File: src/sv/bblur_pkg.sv
`timescale 1ns / 1ps
`default_nettype none
// ---------------------------------------------------------------------------
// bblur_pkg
// Shared types, constants and helpers for the 3x3 box blur stream block.
// ---------------------------------------------------------------------------
package bblur_pkg;

    // channel and pixel widths
    localparam int CH_W       = 8;
    localparam int PIX_W      = 3 * CH_W;

    // configuration port
    localparam int CFG_IDX_W  = 1;
    localparam int CFG_DATA_W = 13;
    localparam int CFG_W_W    = 11;
    localparam int CFG_H_W    = 13;

    // arithmetic widths: 9 * 255 fits 12 bits, 2 * sum + count fits 13 bits
    localparam int SUM_W      = 12;
    localparam int NUM_W      = 13;
    localparam int CNT_W      = 4;
    localparam int DEN_W      = 5;
    localparam int STEP_W     = 3;

    typedef logic [CH_W-1:0]  chan_t;
    typedef logic [PIX_W-1:0] pix_t;
    typedef logic [SUM_W-1:0] sum_t;
    typedef logic [NUM_W-1:0] num_t;
    typedef logic [DEN_W-1:0] den_t;
    typedef logic [CNT_W-1:0] cnt_t;

    // input word codes
    localparam logic CMD_PIXEL = 1'b0;
    localparam logic CMD_DRAIN = 1'b1;

    // register indexes
    localparam logic [CFG_IDX_W-1:0] REG_FRAME_WIDTH  = 1'd0;
    localparam logic [CFG_IDX_W-1:0] REG_FRAME_HEIGHT = 1'd1;

    // register reset values
    localparam logic [CFG_W_W-1:0] FRAME_WIDTH_RST  = 11'd640;
    localparam logic [CFG_H_W-1:0] FRAME_HEIGHT_RST = 13'd480;

    // controller to datapath commands
    typedef struct packed {
        logic rd_en;
        logic pix_load;
        logic flush;
        logic shift_en;
        logic sum_start;
        logic out_load;
        logic up;
        logic down;
        logic left;
        logic right;
    } dp_cmd_t;

    // datapath to controller status
    typedef struct packed {
        logic div_done;
    } dp_status_t;

    // number of in-frame neighbours from row and column counts (1..3 each)
    function automatic cnt_t neighbour_count(input logic [1:0] rows, input logic [1:0] cols);
        cnt_t n;
        case ({rows, cols})
            4'b0101: n = 4'd1;
            4'b0110: n = 4'd2;
            4'b0111: n = 4'd3;
            4'b1001: n = 4'd2;
            4'b1010: n = 4'd4;
            4'b1011: n = 4'd6;
            4'b1101: n = 4'd3;
            4'b1110: n = 4'd6;
            4'b1111: n = 4'd9;
            default: n = 4'd1;
        endcase
        return n;
    endfunction

endpackage
`default_nettype wire

File: src/sv/bblur_ctrl.sv
`timescale 1ns / 1ps
`default_nettype none
// ---------------------------------------------------------------------------
// bblur_ctrl
// Frame position tracking, configuration registers and the item sequencer.
// ---------------------------------------------------------------------------
module bblur_ctrl
    import bblur_pkg::*;
#(
    parameter int MAX_WIDTH  = 1024,
    parameter int MAX_HEIGHT = 4096
)
(
    input  wire logic                          clk,
    input  wire logic                          rst_n,
    input  wire logic                          in_valid,
    output logic                               in_ready,
    input  wire logic                          cmd,
    input  wire logic                          cfg_valid,
    output logic                               cfg_ready,
    input  wire logic [CFG_IDX_W-1:0]          cfg_index,
    input  wire logic [CFG_DATA_W-1:0]         cfg_data,
    output logic                               out_valid,
    input  wire logic                          out_ready,
    output logic                               frame_end,
    output dp_cmd_t                            dp_cmd,
    output logic [$clog2(MAX_WIDTH)-1:0]       dp_addr,
    input  wire dp_status_t                    dp_status
);

    localparam int ADDR_W = $clog2(MAX_WIDTH);
    localparam int WCNT_W = $clog2(MAX_WIDTH + 1);
    localparam int HCNT_W = $clog2(MAX_HEIGHT + 1);
    localparam int TOT_W  = WCNT_W + HCNT_W;
    localparam int ITEM_W = TOT_W + 1;

    typedef enum logic [2:0] {
        S_IDLE,
        S_SHIFT,
        S_SUM,
        S_DIV,
        S_OUT
    } state_t;

    state_t              state_reg;
    state_t              state_next;
    logic [CFG_W_W-1:0]  frame_width_reg;
    logic [CFG_H_W-1:0]  frame_height_reg;
    logic [WCNT_W-1:0]   aw_reg;
    logic [HCNT_W-1:0]   ah_reg;
    logic [TOT_W-1:0]    total_reg;
    logic [ITEM_W-1:0]   items_reg;
    logic [ADDR_W-1:0]   col_reg;
    logic [HCNT_W-1:0]   orow_reg;
    logic [ADDR_W-1:0]   ocol_reg;
    logic                has_out_reg;
    logic                last_reg;
    logic                up_reg;
    logic                down_reg;
    logic                left_reg;
    logic                right_reg;
    logic                out_valid_reg;
    logic                out_valid_next;
    logic                frame_end_reg;

    logic [WCNT_W-1:0]   width_clamped;
    logic [HCNT_W-1:0]   height_clamped;
    logic [WCNT_W-1:0]   aw_use;
    logic [HCNT_W-1:0]   ah_use;
    logic                first;
    logic                flush;
    logic                take;
    logic                has_out;
    logic [ADDR_W:0]     col_inc;
    logic [ADDR_W:0]     ocol_inc;
    logic [HCNT_W:0]     orow_inc;
    logic                last_col;
    logic                last_row;
    logic                last;
    logic                out_load;

    // frame size saturated into the legal range
    always_comb
    begin
        if (frame_width_reg == '0)
            width_clamped = WCNT_W'(1);
        else if (32'(frame_width_reg) > MAX_WIDTH)
            width_clamped = WCNT_W'(MAX_WIDTH);
        else
            width_clamped = WCNT_W'(frame_width_reg);

        if (frame_height_reg == '0)
            height_clamped = HCNT_W'(1);
        else if (32'(frame_height_reg) > MAX_HEIGHT)
            height_clamped = HCNT_W'(MAX_HEIGHT);
        else
            height_clamped = HCNT_W'(frame_height_reg);
    end

    // per-word decode, size taken fresh on the first word of a frame
    always_comb
    begin
        first    = items_reg == '0;
        aw_use   = first ? width_clamped : aw_reg;
        ah_use   = first ? height_clamped : ah_reg;
        flush    = !first && (items_reg >= ITEM_W'(total_reg));
        take     = (state_reg == S_IDLE) && in_valid && !(cmd == CMD_DRAIN && !flush);
        has_out  = items_reg >= (ITEM_W'(aw_use) + ITEM_W'(1));
        col_inc  = {1'b0, col_reg} + (ADDR_W + 1)'(1);
        ocol_inc = {1'b0, ocol_reg} + (ADDR_W + 1)'(1);
        orow_inc = {1'b0, orow_reg} + (HCNT_W + 1)'(1);
        last_col = ocol_inc >= (ADDR_W + 1)'(aw_use);
        last_row = orow_inc >= (HCNT_W + 1)'(ah_use);
        last     = has_out && last_col && last_row;
    end

    assign in_ready  = state_reg == S_IDLE;
    assign cfg_ready = 1'b1;
    assign out_load  = (state_reg == S_OUT) && (!out_valid_reg || out_ready);

    // next state and output valid
    always_comb
    begin
        state_next = state_reg;
        case (state_reg)
            S_IDLE:  if (take) state_next = S_SHIFT;
            S_SHIFT: state_next = has_out_reg ? S_SUM : S_IDLE;
            S_SUM:   state_next = S_DIV;
            S_DIV:   if (dp_status.div_done) state_next = S_OUT;
            S_OUT:   if (out_load) state_next = S_IDLE;
            default: state_next = S_IDLE;
        endcase

        if (out_load)
            out_valid_next = 1'b1;
        else if (out_ready)
            out_valid_next = 1'b0;
        else
            out_valid_next = out_valid_reg;
    end

    // datapath commands
    always_comb
    begin
        dp_cmd           = '0;
        dp_cmd.rd_en     = take;
        dp_cmd.pix_load  = take;
        dp_cmd.flush     = flush;
        dp_cmd.shift_en  = state_reg == S_SHIFT;
        dp_cmd.sum_start = state_reg == S_SUM;
        dp_cmd.out_load  = out_load;
        dp_cmd.up        = up_reg;
        dp_cmd.down      = down_reg;
        dp_cmd.left      = left_reg;
        dp_cmd.right     = right_reg;
    end

    assign dp_addr   = col_reg;
    assign out_valid = out_valid_reg;
    assign frame_end = frame_end_reg;

    // state, counters and registered outputs
    always_ff @(posedge clk or negedge rst_n)
    begin
        if (!rst_n)
        begin
            state_reg        <= S_IDLE;
            frame_width_reg  <= FRAME_WIDTH_RST;
            frame_height_reg <= FRAME_HEIGHT_RST;
            aw_reg           <= WCNT_W'(FRAME_WIDTH_RST);
            ah_reg           <= HCNT_W'(FRAME_HEIGHT_RST);
            total_reg        <= '0;
            items_reg        <= '0;
            col_reg          <= '0;
            orow_reg         <= '0;
            ocol_reg         <= '0;
            has_out_reg      <= 1'b0;
            last_reg         <= 1'b0;
            up_reg           <= 1'b0;
            down_reg         <= 1'b0;
            left_reg         <= 1'b0;
            right_reg        <= 1'b0;
            out_valid_reg    <= 1'b0;
            frame_end_reg    <= 1'b0;
        end
        else
        begin
            state_reg     <= state_next;
            out_valid_reg <= out_valid_next;
            total_reg     <= TOT_W'(aw_reg) * TOT_W'(ah_reg);

            // configuration writes
            if (cfg_valid)
            begin
                case (cfg_index)
                    REG_FRAME_WIDTH:  frame_width_reg  <= cfg_data[CFG_W_W-1:0];
                    REG_FRAME_HEIGHT: frame_height_reg <= cfg_data[CFG_H_W-1:0];
                    default: ;
                endcase
            end

            // position bookkeeping for an accepted word
            if (take)
            begin
                if (first)
                begin
                    aw_reg <= width_clamped;
                    ah_reg <= height_clamped;
                end
                has_out_reg <= has_out;
                last_reg    <= last;
                up_reg      <= orow_reg != '0;
                down_reg    <= !last_row;
                left_reg    <= ocol_reg != '0;
                right_reg   <= !last_col && (col_reg != '0);

                if (last)
                begin
                    items_reg <= '0;
                    col_reg   <= '0;
                    orow_reg  <= '0;
                    ocol_reg  <= '0;
                end
                else
                begin
                    items_reg <= items_reg + ITEM_W'(1);
                    if (col_inc >= (ADDR_W + 1)'(aw_use))
                        col_reg <= '0;
                    else
                        col_reg <= col_inc[ADDR_W-1:0];
                    if (has_out)
                    begin
                        if (last_col)
                        begin
                            ocol_reg <= '0;
                            orow_reg <= orow_inc[HCNT_W-1:0];
                        end
                        else
                        begin
                            ocol_reg <= ocol_inc[ADDR_W-1:0];
                        end
                    end
                end
            end

            if (out_load)
                frame_end_reg <= last_reg;
        end
    end

endmodule
`default_nettype wire

File: config.mk
export PLATFORM = sky130hd
export DESIGN_NAME = bblur_ctrl
export DESIGN_NICKNAME = d
export VERILOG_FILES = /design/src/sv/bblur_pkg.sv /design/src/sv/bblur_ctrl.sv
export SDC_FILE = /design/constraint.sdc
export NUM_CORES = 1
export LEC_CHECK = 0
export BUFFER_PORTS_ARGS = -buffer_cell sky130_fd_sc_hd__buf_4
export CAP_MARGIN = 20
export CORE_MARGIN = 2
export CORE_UTILIZATION = 60
export DETAILED_ROUTE_END_ITERATION = 8
export HOLD_SLACK_MARGIN = 0.06
export PLACE_DENSITY = 0.77
export SETUP_SLACK_MARGIN = 0.15
export SLEW_MARGIN = 20
export SYNTH_ARGS = -nofsm -noshare
export SYNTH_HDL_FRONTEND = slang
export SYNTH_SLANG_ARGS = --single-unit
File: constraint.sdc
create_clock -name clk -period 15.4 [get_ports clk]
set_input_delay 3.08 -clock clk [delete_from_list [all_inputs] [get_ports clk]]
set_output_delay 3.08 -clock clk [all_outputs]
set_load 0.03 [all_outputs]
==> results.md <==
* Hold Buf Count CTS at 0
* Most frequent CP cell: buf_4
* Layout filler cell count at 1756
* Achievable frequency at 139 MHz
* Startpoint Class: primary input
* Critical path's top delay family: buffers and inverters
* Worst Path Arrival at 4100 ps
* Synth unique cells at 70
* Most frequent cell after synthesis: nand2_1
* FP Rows at 54
* Post-synth ARST share at 100%
* Post-Syn Area at 0.0131 sq mm
* Global Route Usage Sum at 27.3%
* Final setup fails at 0
* Resized cells post-CTS at 0
* Final ANT Viol Nets at 0
* # IOs at 45
* DIE WIDTH at 152 microns
* Post-Synthesis Cells at 1441
* Worst-Margin Slew at 1020 ps
* Post-synthesis compound-gate area fraction at 11.1%
* Largest net degree at the start of global routing at 104
* First-pass GRT wire length at 51.5 mm
* CTS tree: built
* Setup TNS at 0 ps
* Setup Crit Path Kind: primary input to primary output
* Sequential area share after synthesis at 27.0%
* FF-to-FF End: orow_reg[6]
* Req. time, crit path at 12320 ps
* CP Cell Sequence: buf_4 > o31ai_1 > nand3_4 > inv_2 > buf_4
* Tmin final at 7180 ps
* DRT Pass-1 Iters at 5
* Count of final hold-check violations at 0
* Synth-to-layout area growth at 7.89%
* Hold path depth at 2
* Vias/cell at 5.98
* Mux cell area share after synthesis at 3.21%
* Antenna Cells at 0
* Yosys warnings at 0
* DIE AREA at 0.0231 sq mm
* R2R Setup Slk at 8970 ps
* DR vias at 10400
* Max FO, Critical Path at 20
* Post-CTS Repair Setup Buffers at 0
* RSZ-0062 raised after global routing: false
* Simple-gate area share of the yosys netlist at 18.5%
* Worst R2R Start: items_reg[16]
* Placer Congestion at 0.894
* Avg Inst Size Synth at 9.11 sq um
* Max Slew Vio Count at 0
* PortBufs at 43
* Fin Clk Skew at 8.52 ps
* Hold endpoint: has_out_reg
* EDFF count, synth at 0
* Slew margin rel. at 32.0%
* Status: complete, no violations
* Wire length per cell at 17.7 microns
* Top cell type's share of synthesized area at 24.6%
* Starting Density at 60.7%
* Clock Sinks at 141
* XOR/XNOR share of the synthesized area at 3.80%
* Main combinational cell family by area after synthesis: adder cells
* Max-cap violation count at 0
* Post-Layout Cell Count at 1737
* Grt total ovfl at 0
* Max rail drop VDD at 119 uV
* Vias in the first global route at 10300
* Antenna violations before repair at 0
* Max reg flops at 25
* DRT iter0 DRCs at 639
* Syn_nets at 1702
* Synth top cells by count: nand2_1 (188), inv_1 (187), ha_1 (142)
* Slowest CP cell: inv_2
* Clk_lat worst skew at 430 ps
* Hold crit path type: flip-flop to flip-flop
* Core Area at 0.0216 sq mm
* Tcrit/Tclk final at 46.6%
* Power Dens Cells at 155 mW/mm^2
* Top cells by area, synth: dfrtp_1 (25%), fa_1 (15%), ha_1 (14%), nand2_1 (5.4%), inv_1 (5.3%)
* Reg2reg path depth at 20
* Post-DP HPWL at 22.7 mm
* Total power at 0.00220 W
* Post-synth top area cell: dfrtp_1
* Top_reg_cell synth: dfrtp_1
* Synth Register Bits at 141
* H-tree Lvls at 4
* Hold Startpoint: has_out_reg
* Lkg Pwr at 7.00 nW
* Reg clk slew, reported paths at 60 ps
* Worst Path Buf+Inv at 3
* CTS buffer count at 17
* Max incr delay on CP at 330 ps
* Synth Area in Adders at 28.6%
* Total wire length at 30.8 mm
* Root Driver: clkbuf_16
* Clock Path Buffers at 2
* Crit path capture type: primary output
* Post-route DRC at 0
* Layout cells sized above 1 at 9.95%
* Hold slack at 482 ps
* Dpl cells at 1705
* Nets@finish at 1705
* Die height at 152 microns
-- report_power, final --
| part | switching, W | internal [W] | total (W) | leakage (nW) |
|---|---|---|---|---|
| sequential | 0.000152 | 0.000456 | 0.000609 | 1.84 |
| clock | 0.000177 | 0.000263 | 0.000439 | 0.303 |
| combinational | 0.000721 | 0.000429 | 0.00115 | 4.85 |
-- stage by stage --
| stage | utilization (%) | setup slack [ps] | area [sq um] |
|---|---|---|---|
| 6_report | 65.5 | 8220 | 14200 |
| 5_1_grt | 65.5 | 8180 | 14200 |
| 4_1_cts | 65.5 | 8230 | 14200 |
| 3_5_place_dp | 62.6 | 8220 | 13500 |
| 3_3_place_gp | 62.6 | 8260 | 13500 |
| 2_1_floorplan | - | 8280 | 13100 |
-- kinds of logic (layout without fill, tap and decap cells) --
kind of cell    after synthesis  after routing
buf+inv                     253            269
xor+xnor                     57             57
mux                          39             39
simple gates                470            470
other cells                   1              1
flops                       141            141
compound gates              239            239
fa+ha+maj                   241            241
-- how the worst max path moves through the flow --
stage                     from   endpoint  slack (ps)  cells after the start
after floorplan            cmd  dp_cmd[8]        8280                      5
after global placement     cmd  dp_cmd[8]        8260                      5
after detailed placement   cmd  dp_cmd[9]        8220                      5
after CTS                  cmd  dp_cmd[9]        8230                      5
after global routing       cmd  dp_cmd[8]        8180                      5
final                      cmd  dp_cmd[9]        8220                      5
-- final cells by class --
| class | count | area [sq um] | area share, % |
|---|---|---|---|
| Timing Repair Buffer | 49 | 372 | 2.62 |
| Multi-Input combinational cell | 1047 | 8570 | 60.5 |
| Tap cell | 280 | 350 | 2.47 |
| Sequential cell | 141 | 3540 | 25.0 |
| Clock buffer | 18 | 439 | 3.10 |
| Inverter | 188 | 706 | 4.98 |
| Clock inverter | 14 | 184 | 1.30 |
-- layout by cell type (no fill, tap or decap), drive strengths merged, types with 13 or more instances in the layout --
cell | Yosys | layout
o21ai | 87 | 87
nand3 | 45 | 45
a21oi | 61 | 61
clkbuf | 37 | 18
nand2b | 17 | 17
ha | 142 | 142
buf | 28 | 49
xnor2 | 34 | 34
nor3 | 20 | 20
a21o | 20 | 20
nand2 | 188 | 188
mux2 | 25 | 25
and3 | 23 | 23
inv | 188 | 192
nand4 | 22 | 22
nor2 | 32 | 32
dfrtp | 129 | 129
and2 | 60 | 60
fa | 98 | 98
xor2 | 23 | 23
nor4 | 13 | 13
mux2i | 14 | 14
-- worst register-to-register path, delay by kind of cell (launching register included) --
kind                     cells  cell delay (ps)
AND/OR/NAND/NOR              8             3130
XOR/XNOR                     1              170
buffers and inverters        3              710
flip-flops                   1              490
adder cells (fa/ha/maj)      2              560
AO/OA/AOI/OAI                6             1270
-- per-layer routing --
layer / GRT usage (%) / vias to the layer above / part of all wire (%)
met5: 0 / - / 0
met4: 8.23 / 0 / 2.0
met3: 4.11 / 68 / 5.5
met2: 45.5 / 370 / 49
met1: 37.3 / 5113 / 43
li1: - / 4842 / -
Note: power is estimated with default switching activity, not from simulation.
